### src/rtl/vie_pkg.sv
// Package for the variable-length quantity encoder.
// Holds the group geometry constants and the sequencer state type.
// No dependencies.
`timescale 1ns / 1ps

package vie_pkg;

    // One output group carries seven payload bits.
    localparam int GROUP_BITS = 7;
    // A full 64-bit value needs at most ten groups.
    localparam int MAX_GROUPS = 10;
    // Width of the extended value, split into groups.
    localparam int EXT_BITS   = GROUP_BITS * MAX_GROUPS;
    // Width of the group index.
    localparam int IDX_BITS   = $clog2(MAX_GROUPS);
    // Width of the input word on the channel.
    localparam int IN_BITS    = 64;

    // Flag bit that marks every byte except the last one.
    localparam logic [7:0] CONT_FLAG = 8'h80;

    typedef logic [MAX_GROUPS-1:0][GROUP_BITS-1:0] t_groups;

    typedef enum logic [1:0] {
        ST_IDLE,
        ST_SCAN,
        ST_EMIT
    } t_state;

endpackage

### src/rtl/vie_if.sv
// Channel interfaces for the variable-length quantity encoder.
// vie_in_if carries one input integer, vie_out_if one encoded byte.
// Depends on vie_pkg for the input width.
`timescale 1ns / 1ps

interface vie_in_if;
    logic                       valid;
    logic                       ready;
    logic [vie_pkg::IN_BITS-1:0] value;

    modport source (output valid, output value, input ready);
    modport sink   (input valid, input value, output ready);
endinterface

interface vie_out_if;
    logic       valid;
    logic       ready;
    logic [7:0] out_byte;
    logic       last;

    modport source (output valid, output out_byte, output last, input ready);
    modport sink   (input valid, input out_byte, input last, output ready);
endinterface

### src/rtl/vlq_integer_encoder_core.sv
// Top level of the variable-length quantity encoder.
// Depends on vie_pkg and on the channel interfaces in vie_if.sv.
//
// Usage:
//   i_in carries one integer per transaction; only its low VALUE_WIDTH bits
//   are used. They are sign-extended when signed mode is set, otherwise
//   zero-extended. o_out delivers the encoding, one byte per transaction,
//   most significant 7-bit group first; last marks the final byte, whose
//   bit 7 is clear. i_cfg_we writes i_cfg_wdata into the signed mode bit;
//   write it only while the block is idle.
// Sequence:
//   The idle state takes the value; ready is high only in idle. The scan
//   state then finds the group count, each step one 7-bit shift and zero
//   compare on a single shared shifter; a ten-group run needs no final
//   compare. The emit state then loads the bytes into the output register,
//   pausing while the receiver stalls, and returns to idle after the last
//   byte, so no new integer is taken before that byte is loaded.
// Reset:
//   Reset empties the output register, returns the sequencer to idle and
//   sets signed mode. A stalled receiver holds the current byte in the
//   output register and pauses the emit sequence; no byte is dropped.
`timescale 1ns / 1ps

module vlq_integer_encoder_core #(
    parameter int VALUE_WIDTH = 64
) (
    input  logic      i_clk,
    input  logic      i_rst_n,
    input  logic      i_cfg_we,
    input  logic      i_cfg_wdata,
    vie_in_if.sink    i_in,
    vie_out_if.source o_out
);
    import vie_pkg::*;

    // Configuration and sequencer state.
    logic                r_signed_mode;
    t_state              r_state;
    t_state              n_state;
    logic [IDX_BITS-1:0] r_k;
    logic [IDX_BITS-1:0] n_k;

    // Datapath registers.
    t_groups             r_grp;
    logic [IN_BITS-1:0]  r_scan;
    logic                r_o_valid;
    logic [7:0]          r_o_byte;
    logic                r_o_last;

    // Combinational helpers.
    logic                fill;
    logic [EXT_BITS-1:0] ext;
    logic [IN_BITS-1:0]  scan_init;
    logic                accept;
    logic                load_out;
    logic                scan_zero;
    logic [GROUP_BITS-1:0] grp_sel;

    // Extend the low VALUE_WIDTH bits to the full group width.
    assign fill = r_signed_mode & i_in.value[VALUE_WIDTH-1];
    always_comb begin
        for (int b = 0; b < EXT_BITS; b++) begin
            if (b < VALUE_WIDTH) begin
                ext[b] = i_in.value[b];
            end else begin
                ext[b] = fill;
            end
        end
    end

    // The scan starts on the bits above the first group: in signed mode the
    // inverted value for negatives, shifted by six so the sign bit counts.
    always_comb begin
        if (r_signed_mode) begin
            if (fill) begin
                scan_init = {6'b0, ~ext[IN_BITS-1:6]};
            end else begin
                scan_init = {6'b0, ext[IN_BITS-1:6]};
            end
        end else begin
            scan_init = {7'b0, ext[IN_BITS-1:7]};
        end
    end

    assign accept    = i_in.valid && i_in.ready;
    assign scan_zero = (r_scan == '0);
    assign load_out  = (r_state == ST_EMIT) && (!r_o_valid || o_out.ready);
    assign grp_sel   = r_grp[r_k];

    // Next-state logic of the sequencer.
    always_comb begin
        n_state = r_state;
        n_k     = r_k;
        unique case (r_state)
            ST_IDLE: begin
                if (accept) begin
                    n_state = ST_SCAN;
                    n_k     = '0;
                end
            end
            ST_SCAN: begin
                if (scan_zero) begin
                    n_state = ST_EMIT;
                end else if (r_k == IDX_BITS'(MAX_GROUPS - 2)) begin
                    n_state = ST_EMIT;
                    n_k     = r_k + 1'b1;
                end else begin
                    n_k     = r_k + 1'b1;
                end
            end
            ST_EMIT: begin
                if (load_out) begin
                    if (r_k == '0) begin
                        n_state = ST_IDLE;
                    end else begin
                        n_k = r_k - 1'b1;
                    end
                end
            end
            default: begin
                n_state = ST_IDLE;
            end
        endcase
    end

    // Output logic of the sequencer.
    always_comb begin
        i_in.ready = (r_state == ST_IDLE);
    end

    // Control registers.
    always_ff @(posedge i_clk) begin
        if (!i_rst_n) begin
            r_state       <= ST_IDLE;
            r_k           <= '0;
            r_signed_mode <= 1'b1;
            r_o_valid     <= 1'b0;
        end else begin
            r_state <= n_state;
            r_k     <= n_k;
            if (i_cfg_we) begin
                r_signed_mode <= i_cfg_wdata;
            end
            if (load_out) begin
                r_o_valid <= 1'b1;
            end else if (o_out.ready) begin
                r_o_valid <= 1'b0;
            end
        end
    end

    // Value, scan shifter and output byte registers.
    always_ff @(posedge i_clk) begin
        if (accept) begin
            r_grp  <= t_groups'(ext);
            r_scan <= scan_init;
        end else if (r_state == ST_SCAN) begin
            r_scan <= r_scan >> GROUP_BITS;
        end
        if (load_out) begin
            r_o_byte <= (r_k != '0) ? (CONT_FLAG | {1'b0, grp_sel}) : {1'b0, grp_sel};
            r_o_last <= (r_k == '0);
        end
    end

    assign o_out.valid    = r_o_valid;
    assign o_out.out_byte = r_o_byte;
    assign o_out.last     = r_o_last;

    // The continuation flag is set on exactly the bytes that are not last.
    a_flag_last: assert property (@(posedge i_clk) disable iff (!i_rst_n)
        o_out.valid |-> (o_out.out_byte[7] == !o_out.last))
        else $error("continuation flag disagrees with last");

    // The group index never exceeds the largest group.
    a_k_range: assert property (@(posedge i_clk) disable iff (!i_rst_n)
        r_k <= IDX_BITS'(MAX_GROUPS - 1))
        else $error("group index out of range");

    // An accepted transaction always starts the length scan.
    a_accept_scan: assert property (@(posedge i_clk) disable iff (!i_rst_n)
        accept |=> (r_state == ST_SCAN))
        else $error("accepted value did not start the scan");

    // A byte that is not last is followed by more bytes of the same value.
    a_last_idle: assert property (@(posedge i_clk) disable iff (!i_rst_n)
        (load_out && r_k != '0) |=> (r_state == ST_EMIT))
        else $error("emit sequence ended early");

endmodule

### src/flat_wrapper.sv
// flat-port wrapper written by rule: the top's interface ports become plain ports
module vlq_integer_encoder_core_flat import vie_pkg::*;
#(
    parameter int VALUE_WIDTH = 64
)
  (i_clk, i_rst_n, i_cfg_we, i_cfg_wdata, i_in_valid, i_in_value, i_in_ready, o_out_valid, o_out_out_byte, o_out_last, o_out_ready);
  vie_in_if i_in_i ();
  vie_out_if o_out_i ();
  input  logic i_clk;
  input  logic i_rst_n;
  input  logic i_cfg_we;
  input  logic i_cfg_wdata;
  input wire logic [$bits(i_in_i.valid)-1:0] i_in_valid;
  input wire logic [$bits(i_in_i.value)-1:0] i_in_value;
  output wire logic [$bits(i_in_i.ready)-1:0] i_in_ready;
  output wire logic [$bits(o_out_i.valid)-1:0] o_out_valid;
  output wire logic [$bits(o_out_i.out_byte)-1:0] o_out_out_byte;
  output wire logic [$bits(o_out_i.last)-1:0] o_out_last;
  input wire logic [$bits(o_out_i.ready)-1:0] o_out_ready;
  assign i_in_i.valid = i_in_valid;
  assign i_in_i.value = i_in_value;
  assign i_in_ready = i_in_i.ready;
  assign o_out_valid = o_out_i.valid;
  assign o_out_out_byte = o_out_i.out_byte;
  assign o_out_last = o_out_i.last;
  assign o_out_i.ready = o_out_ready;
  vlq_integer_encoder_core #(.VALUE_WIDTH(VALUE_WIDTH)) u_core (.i_clk(i_clk), .i_rst_n(i_rst_n), .i_cfg_we(i_cfg_we), .i_cfg_wdata(i_cfg_wdata), .i_in(i_in_i), .o_out(o_out_i));
endmodule
### config.mk
export PLATFORM = sky130hd
export DESIGN_NAME = vlq_integer_encoder_core_flat
export DESIGN_NICKNAME = d
export VERILOG_FILES = /design/src/rtl/vie_pkg.sv /design/src/rtl/vie_if.sv /design/src/rtl/vlq_integer_encoder_core.sv /design/src/flat_wrapper.sv
export SDC_FILE = /design/constraint.sdc
export NUM_CORES = 1
export LEC_CHECK = 0
export ABC_AREA = 0
export BUFFER_PORTS_ARGS = -buffer_cell sky130_fd_sc_hd__buf_2
export CORE_ASPECT_RATIO = 1.5
export CORE_UTILIZATION = 58
export CTS_CLUSTER_SIZE = 16
export DETAILED_ROUTE_END_ITERATION = 8
export PLACE_DENSITY = 0.86
export RECOVER_POWER = 25
export SLEW_MARGIN = 10
export SYNTH_ARGS = -nofsm -noshare
export SYNTH_HDL_FRONTEND = slang
export SYNTH_SLANG_ARGS = --single-unit
### constraint.sdc
create_clock -name i_clk -period 3.6 [get_ports i_clk]
set_input_delay 0.18 -clock i_clk [delete_from_list [all_inputs] [get_ports i_clk]]
set_output_delay 0.18 -clock i_clk [all_outputs]
set_load 0.01 [all_outputs]
==> results of run 1 <==
synth_stat cells (all sizes together), types with 6 or more instances:
cell      n
edfxtp  132
nand2   114
o21ai   108
xnor2    57
clkbuf   28
inv      17
nor4     15
mux4     14
buf      12
nor2     10
dfxtp     8
a21oi     6
ha        6
cell families (layout without fill, tap and decap cells):
group           after synthesis  count (layout)
compound gates              138             138
xor+xnor                     59              59
fa+ha+maj                     7               7
buf+inv                      57             190
flops                       140             140
mux                          20              20
other cells                   1               1
simple gates                157             157
placed cells by master (no fill, tap or decap), types with 6 or more instances in the layout:
master / instances
sky130_fd_sc_hd__edfxtp_1: 132
sky130_fd_sc_hd__ha_1: 6
sky130_fd_sc_hd__o21ai_0: 108
sky130_fd_sc_hd__buf_2: 17
sky130_fd_sc_hd__nand2_1: 113
sky130_fd_sc_hd__nor2_1: 10
sky130_fd_sc_hd__inv_1: 15
sky130_fd_sc_hd__clkbuf_1: 63
sky130_fd_sc_hd__mux4_2: 10
sky130_fd_sc_hd__dfxtp_1: 6
sky130_fd_sc_hd__dlygate4sd3_1: 55
sky130_fd_sc_hd__xnor2_1: 57
sky130_fd_sc_hd__clkbuf_16: 17
sky130_fd_sc_hd__nor4_1: 15
flip-flops by register name, indices dropped and copies added (netlist names):
signal                 cells
u_core.o_out.last          1
u_core.r_signed_mode       1
u_core.r_grp              65
u_core.r_state             2
u_core.o_out.valid         1
u_core.o_out.out_byte      8
u_core.r_k                 4
u_core.r_scan             58
stage by stage:
stage          utilization  total power, mW
6_report             0.730             5.41
5_1_grt              0.730             5.57
4_1_cts              0.736             5.36
3_5_place_dp         0.636             3.55
3_3_place_gp         0.636             3.48
2_1_floorplan            -             3.18
power by group:
group / leakage, nW / switching, mW / internal (mW) / total [mW]
Sequential: 1.35 / 0.278 / 2.35 / 2.63
Clock: 0.279 / 0.692 / 1.08 / 1.78
Combinational: 1.38 / 0.624 / 0.375 / 1.00
worst paths after layout:
check / startpoint / endpoint / cells past startpoint
hold reg to reg: u_core.r_k[3] / u_core.r_k[3] / 2
hold / removal: o_out_ready / u_core.o_out.valid / 3
setup reg to reg: u_core.r_k[1] / u_core.r_k[0] / 5
setup / recovery: u_core.r_k[1] / u_core.r_k[0] / 5
routing by layer:
layer	vias to the layer above	track usage	part of all wire
met3	88	0.0664	0.086
met5	-	0	0
met4	0	0.187	0.056
met1	2521	0.358	0.34
met2	409	0.528	0.52
li1	2335	-	-
worst min-delay path, stage by stage:
cell and delay [ps]:
sky130_fd_sc_hd__buf_2 70, sky130_fd_sc_hd__or2b_2 120, sky130_fd_sc_hd__a21boi_0 80
final cells by class:
class	instances	area [um2]	share of cell area
multi-input cells	382	2460	0.294
well taps	150	188	0.0224
flip-flops and latches	140	4130	0.493
clock inverters	15	173	0.0206
inverters	17	63.8	0.00762
clock buffers	17	425	0.0508
repair buffers	141	930	0.111
repair_timing:
item | CTS | global route
buffers inserted | 0 | 0
endpoints found under the hold margin | 54 | 0
setup endpoints to repair | 0 | 0
hold buffers | 55 | 0
==> flow_results.org, run 1 <==
** Setup path
- Slowest library cell on the worst path :: sky130_fd_sc_hd__dfxtp_1
- Crit start category :: register
- CP bufs+invs :: 0
- Largest fanout of any net on the critical path :: 20
- The worst setup path is captured at a register.
- The critical path is of the register to register type.
- For the worst setup path, the data required time is between 3000 and 4000 ps.
- In this design, the stage delay of the slowest critical-path cell is between 800 and 900 ps.
- Most common cell type on the critical path :: sky130_fd_sc_hd__a21oi_1
- Arrival time worst endpoint :: between 2000 and 3000 ps
- Flop2flop setup slack :: around 1300 ps
- The cell family contributing the most delay on the critical path is flip-flops.
- Traced cell by cell, the critical path runs through or4_4 > a21oi_1 > or3_1 > a21oi_1 > mux2i_1.

** Layout
- The area growth from synthesis to layout is 22.8%.
- 0 antenna diodes ended up in the layout.
- Final standard cell count with taps included and fillers excluded :: ~860
- Post-layout instance area :: about 0.0084 mm2
- NumNets Final :: roughly 780
- Share of cells above drive strength 1 :: 0.107
- After filler insertion, the fill cell instance count of the layout stands at around 710.

** Floorplan
- In this run the count of I/O pins placed on the die edge is between 80 and 90.
- The floorplan step set the die width to 90.5 um.
- Row generation in the floorplan step produced 48 rows.
- The core region is between 0.01 and 0.015 mm2.
- Starting density of the core :: 0.594
- DIE HEIGHT :: roughly 130 um
- The die covers roughly 0.012 mm2.

** Power
- The analysis attributes to cell leakage a power of 3.01 nW.
- Power spread over the standard cell area amounts to between 600 and 700 mW/mm2.
- VDD sags by at most about 470 uV.

** Run status
- The flow ran to the end, and the final reports show no timing, DRC or antenna violations.

** Global routing
- Entering global routing, the biggest net connects around 110 pins.
- Gr usage total :: 0.310
- The first global-routing pass estimated 27400 um of wire.
- Number of global-route vias before repair :: 5163
- Number of antenna violations at the first check in global routing :: 0
- The total overflow left after global routing is 0.

** Synthesis
- Adder-cell area share of the yosys netlist :: 0.0140
- Dominant combinational cell family by area after synthesis :: compound AO/OA/AOI/OAI gates
- The share of the Yosys chip area taken by registers is 0.605.
- The synthesized design spends more area on one cell type than any other, namely sky130_fd_sc_hd__edfxtp_1.
- Synth Area per Inst :: 11.8 um2
- Cell count after synthesis :: slightly below 600
- Largest cells by area after synthesis :: sky130_fd_sc_hd__edfxtp_1 58%, sky130_fd_sc_hd__o21ai_0 7.9%, sky130_fd_sc_hd__xnor2_1 7.3%
- The share of synthesized area in the top cell type comes to 0.582.
- Of the total synthesized cell area, the portion taken by AND, OR, NAND and NOR gates is 0.0999.
- The portion of synthesized area spent on multiplexers is 0.0575.
- When the netlist entered floorplanning its net count stood at ~660.
- Post-synth ARST share :: 0
- Post-synthesis compound-gate area fraction :: 0.113
- Counting distinct cell types in the post-synthesis netlist gives 43.
- In this run, synthesis produced a sequential element count of 140.
- Counting flops with a built-in enable in the synthesized netlist gives ~130.
- Post-synthesis share of cell area spent on xor and xnor gates :: 0.0758
- Post-synth design cell area :: roughly 0.0068 mm2
- During synthesis, Yosys emitted a total of 0 warnings.
- Among all flip-flop cells after synthesis, the most frequent one is sky130_fd_sc_hd__edfxtp_1.

** Placement
- Dpl hpwl :: about 12000 um
- Placement Setup Slack :: between 1000 and 1500 ps
- Buffers placed on the I/O ports in this run total 80.
- Including well taps, the total number of placed cells is a little under 800.
- At the end of routability-driven placement, the weighted congestion stood at 0.907.
- Placed standard-cell area :: 0.00730 mm2

** Clock network
- Number of levels in the clock H-tree :: 4
- Buffer type at the clock tree root :: sky130_fd_sc_hd__clkbuf_16
- Post-CTS repair changed the size of 0 cells.
- Clock transition at the register clock pins on the worst setup and hold paths after CTS :: around 60 ps
- CTS Buf Count :: 17
- Counting along the longest clock path gives a buffer depth of 2.
- TritonCTS built the clock tree.
- For this design, the sink count on the clock tree is between 100 and 150.
- The later pin in the worst-skew pair is clocked with a latency of ~430 ps.

** Timing
- Headroom to the max-slew limit :: 0.231
- Summed negative setup slack over all endpoints :: 0 ps
- The max-slew violation count is 0.
- Setup violations remaining at the end of the flow were counted as 0.
- Setup repair after global routing left no endpoint under its margin.
- Once routing completed, OpenROAD measured the worst setup slack at ~1300 ps.
- Derived from the worst setup path, the maximum achievable clock frequency is approximately 440 MHz.
- Worst hold-check slack :: 78.4 ps
- Pin slew with the least headroom to its limit :: between 1000 and 1500 ps
- Post-layout minimum cycle time :: 2280 ps
- Worst clock skew on the final layout :: roughly 14 ps
- The final-report hold violation count was 0.
- In the finished design, the share of the clock period the worst path needs comes to 0.634.

** Drt
- Drt initial violations :: 782
- After detailed routing, the total wire length is around 18000 um.
- Count of unresolved DRC violations after routing :: 0
- Drt first pass iters :: 7
- Detail Route Antenna Nets :: 0
- Across all layers, the routed design uses between 5000 and 6000 vias.
- Dividing the detail-routed wire length by the instance count gives ~21 um.
- Avg Vias per Cell :: 6.21

** Job
- Number of max-cap violations :: 0

** Hold path
- Min-Delay Path Class :: input pin to register
No activity file was read; power rests on OpenSTA's default activity.
==> inputs of run 2 (changes only) <==
--- a/config.mk
+++ b/config.mk
@@ -5,13 +5,13 @@
 export SDC_FILE = /design/constraint.sdc
 export NUM_CORES = 1
 export LEC_CHECK = 0
-export ABC_AREA = 0
+export ABC_AREA = 1
 export BUFFER_PORTS_ARGS = -buffer_cell sky130_fd_sc_hd__buf_2
 export CORE_ASPECT_RATIO = 1.5
-export CORE_UTILIZATION = 58
+export CORE_UTILIZATION = 53
 export CTS_CLUSTER_SIZE = 16
 export DETAILED_ROUTE_END_ITERATION = 8
-export PLACE_DENSITY = 0.86
+export PLACE_DENSITY = 0.83
 export RECOVER_POWER = 25
 export SLEW_MARGIN = 10
 export SYNTH_ARGS = -nofsm -noshare
==> constraint.sdc (replaced) <==
create_clock -name i_clk -period 1.95 [get_ports i_clk]
set_input_delay 0.0975 -clock i_clk [delete_from_list [all_inputs] [get_ports i_clk]]
set_output_delay 0.0975 -clock i_clk [all_outputs]
set_load 0.01 [all_outputs]
==> run 2 against run 1 <==
Compared with the run above: area after synthesis up 2.8%; routed wire length is 3.5% higher; flip-flop and latch count stayed put; largest cell class unchanged.
==> flow_results.org, run 2 <==
** Synthesis
- Post-synth design cell area :: 0.00700 mm2
- In the synthesized netlist, the cells that appear most often are 132 x sky130_fd_sc_hd__edfxtp_1, 126 x sky130_fd_sc_hd__nand2_1, 77 x sky130_fd_sc_hd__nor2_1.
- After synthesis the netlist holds a flip-flop and latch count of 140.
- Synth Area per Inst :: around 9.9 um2
- Cell count after synthesis :: 710
- Ranked by total cell area, the synthesized netlist is headed by sky130_fd_sc_hd__edfxtp_1 57%, sky130_fd_sc_hd__nand2_1 6.8%, sky130_fd_sc_hd__a22oi_1 5.1%.
- Top-area cell type share of the netlist area :: 0.566
- Biggest area consumer among synthesized cells :: sky130_fd_sc_hd__edfxtp_1
- Among all flip-flop cells after synthesis, the most frequent one is sky130_fd_sc_hd__edfxtp_1.
- Number of warnings issued by yosys :: 0
- Post-Syn Nets :: 787
- Of all flip-flops after synthesis, the portion carrying an async set or reset was 0.
- Count of distinct cell types in the synthesized netlist :: 37
- For this run, the register share of the synthesized area comes to 0.589.
- Top-count cell post-synth :: sky130_fd_sc_hd__edfxtp_1
- Count of flip-flops with a built-in enable after synthesis :: roughly 130

** Setup path
- In this run the worst path has a maximum fanout of 7.
- Startpoint of the lowest-slack register-to-register path :: u_core.r_state[0]
- The most numerous cell type found on the critical path is sky130_fd_sc_hd__nand3_1.
- At the worst endpoint, the required time is 2280 ps.
- CP top delay family :: adder cells
- Data arrives at the worst endpoint at approximately 2100 ps.
- STA classifies the critical path startpoint as a register.
- CP bufs+invs :: 1
- The critical path is of the register to register type.
- Delay of the slowest critical-path stage :: ~360 ps
- The critical path goes through inv_1 > ha_2 > ha_1 > nand3_1 > a21oi_1 > nand3b_1 > nand3_1 > nand2_1 > nor2_1.
- The slowest stage of the critical path belongs to the cell sky130_fd_sc_hd__dfxtp_2.
- The critical path starts at u_core.r_state[0].
- STA classifies the critical path endpoint as a register.

** Global routing
- GR Layer Usage met3 :: 0.0623
- Wire length of the first global-routing pass :: 29600 um
- Summed over all layers, the global routing overflow is 0.
- Largest net degree at the start of global routing :: 84
- In the global route stage, met1 resource usage came out at 0.324.
- In the global route stage, met2 resource usage came out at 0.511.
- The global routing stage identified its most utilized layer as met2.
- For this run, the total global-route usage over all layers was measured as 0.295.
- The number of global-route vias before repair is around 5900.
- Number of antenna violations at the first check in global routing :: 0

** Timing
- Based on the critical path, the design can be clocked at up to roughly 550 MHz.
- Post-layout minimum cycle time :: 1810 ps
- Final setup violating endpoints :: 0
- At the pin with the least slew margin, the transition time is between 1000 and 1500 ps.
- In the finished design, the share of the clock period the worst path needs comes to 0.927.
- Worst clock skew on the final layout :: approximately 11 ps
- Worst setup slack after layout :: about 140 ps
- Adding up every negative setup slack in the final design gives 0 ps.
- The max-slew violation count was 0.
- Setup repair after global routing left no endpoint under its margin.
- Measured against its own limit, the worst slew margin works out to 0.193.
- The final-report hold violation count was 0.

** Clock network
- Clock buffer depth :: 2
- CTS tree :: built
- Worst skew pair latency :: about 430 ps
- Number of levels in the clock H-tree :: 4
- The clock net in this run drives a total of 140 sinks.
- Clock-pin slew was measured on the worst setup and hold paths at around 60 ps.
- Post-CTS setup-driven buffer insertion count :: 0
- CTS Buf Count :: 17
- Buffer type at the clock tree root :: sky130_fd_sc_hd__clkbuf_16

** Layout
- Multi-input combinational cell area :: approximately 0.0026 mm2
- Share of cells above drive strength 1 :: 0.0967
- Ranked by flip-flop count, first place goes to u_core.r_grp.
- Antenna Diode Count :: 0
- Area Overhead vs Synth :: 26.1%
- The library cell used most frequently in the layout, excluding fill and tap cells, is sky130_fd_sc_hd__edfxtp_1.
- The final layout contains around 920 nets.
- Summing all flip-flop and latch instances after layout gives roughly 0.0041 mm2.
- After filler insertion, the fill cell instance count of the layout stands at 912.
- Most used cells in the layout excluding fill and tap cells :: 132 x sky130_fd_sc_hd__edfxtp_1, 124 x sky130_fd_sc_hd__nand2_1, 78 x sky130_fd_sc_hd__nor2_1
- Flip-flop count of the largest register, all copies and words added :: 65
- Final standard cell count with taps included and fillers excluded :: slightly above 1000

** Drt
- Before antenna repair, the detailed router went through 6 iterations.
- In the final routed layout, each cell accounts on average for approximately 19 um.
- Count of unresolved DRC violations after routing :: 0
- Detailed-route via count :: between 6000 and 7000
- After detailed routing, the number of vias per cell comes to 5.96.
- For this block, the initial DRC count from the detailed router was roughly 650.
- The routed design has 19000 um of wire.
- Detail Route Antenna Nets :: 0

** Floorplan
- Starting density of the core :: 0.541
- DIE HEIGHT :: ~140 um
- Die W :: 95.9 um
- The die covers 0.0137 mm2.
- The core region is between 0.01 and 0.015 mm2.
- Standard-cell rows :: 51
- Top-level I/O count :: 81

** Placement
- In this run, placement finished with an instance count of 917.
- Dpl hpwl :: 12000 um
- Global placement routability congestion :: 0.899
- Placement Setup Slack :: between 30 and 40 ps
- The count of buffers added on input and output ports is 80.

** Hold path
- The startpoint identified for the worst hold timing path is i_in_valid.
- Min-Delay Path Class :: input pin to register

** Power
- Across the VDD grid, the largest voltage drop is about 760 uV.
- Total power for the finished layout comes to roughly 13 mW.
- Power density over the cells :: about 1400 mW/mm2
- In this run the static leakage power is 3.29 nW.

** Run status
- The flow ran to the end, and the final reports show no timing, DRC or antenna violations.

** Job
- Across the run, the number of max-cap violations was 0.
## run 2: cell count changes after synthesis, moves of 9 or more
cell	previous run	this run
sky130_fd_sc_hd__o21ai_1	0	49
sky130_fd_sc_hd__mux4_2	10	0
sky130_fd_sc_hd__nand2_1	114	126
sky130_fd_sc_hd__a22oi_1	5	48
sky130_fd_sc_hd__or2_0	0	32
sky130_fd_sc_hd__nor4_1	15	0
sky130_fd_sc_hd__o22ai_1	5	15
sky130_fd_sc_hd__nand3_1	4	13
sky130_fd_sc_hd__or2_2	0	9
sky130_fd_sc_hd__xnor2_1	57	6
sky130_fd_sc_hd__nor2_1	10	77
sky130_fd_sc_hd__o21ai_0	108	36
sky130_fd_sc_hd__a21oi_1	5	70
## run 2: final cells by class
| type | count | area share |
|---|---|---|
| multi-input cells | 507 | 0.298 |
| well taps | 159 | 0.0225 |
| inverters | 18 | 0.00822 |
| clock inverters | 6 | 0.00467 |
| repair buffers | 161 | 0.134 |
| clock buffers | 26 | 0.0652 |
| flip-flops and latches | 140 | 0.467 |
## run 2: where the power goes
| part | internal, mW | total (mW) | switching (mW) |
|---|---|---|---|
| Combinational | 1.32 | 3.92 | 2.60 |
| Sequential | 4.92 | 5.52 | 0.598 |
| Clock | 2.04 | 3.28 | 1.24 |
## run 2: kinds of logic after synthesis
| group | count (synthesis) | share of synthesized area |
|---|---|---|
| other cells | 1 | 0.000535 |
| buf+inv | 63 | 0.0373 |
| compound gates | 224 | 0.184 |
| xor+xnor | 6 | 0.00750 |
| flops | 140 | 0.589 |
| fa+ha+maj | 7 | 0.0136 |
| simple gates | 269 | 0.168 |
## run 2: timing repair
| item | 4_1_cts | 5_1_grt |
|---|---|---|
| hold buffers | 68 | 0 |
| hold endpoints to repair | 71 | 0 |
| gates resized for setup | 0 | 4 |
| setup endpoints to repair | 0 | 56 |
## run 2: per-layer routing
metal | share of wire | routed length, um
met2 | 0.52 | 9930
met4 | 0.059 | 1120
met1 | 0.35 | 6700
met5 | 0 | 0
met3 | 0.066 | 1250
## run 2: through the flow
stage	instance area (um2)	util	hold WS, ps
finish	8830	0.682	361
global route	8830	0.682	377
CTS	8910	0.688	352
detailed placement	7610	0.588	276
global placement	7610	0.588	288
floorplan	7020	-	196
## run 2: path summary, 6_finish.rpt
check                                    endpoint  slack [ps]  cells after the start
worst max-delay path                u_core.r_k[3]         140                      9
worst min register to register  u_core.r_state[0]         530                      2
worst min-delay path             u_core.r_grp[57]         360                      3
worst max register to register      u_core.r_k[3]         140                      9
## run 2: tightest hold or removal path, cell delays in order
cell and delay, ps:
sky130_fd_sc_hd__buf_2 120, sky130_fd_sc_hd__nand2_2 200, sky130_fd_sc_hd__inv_4 170
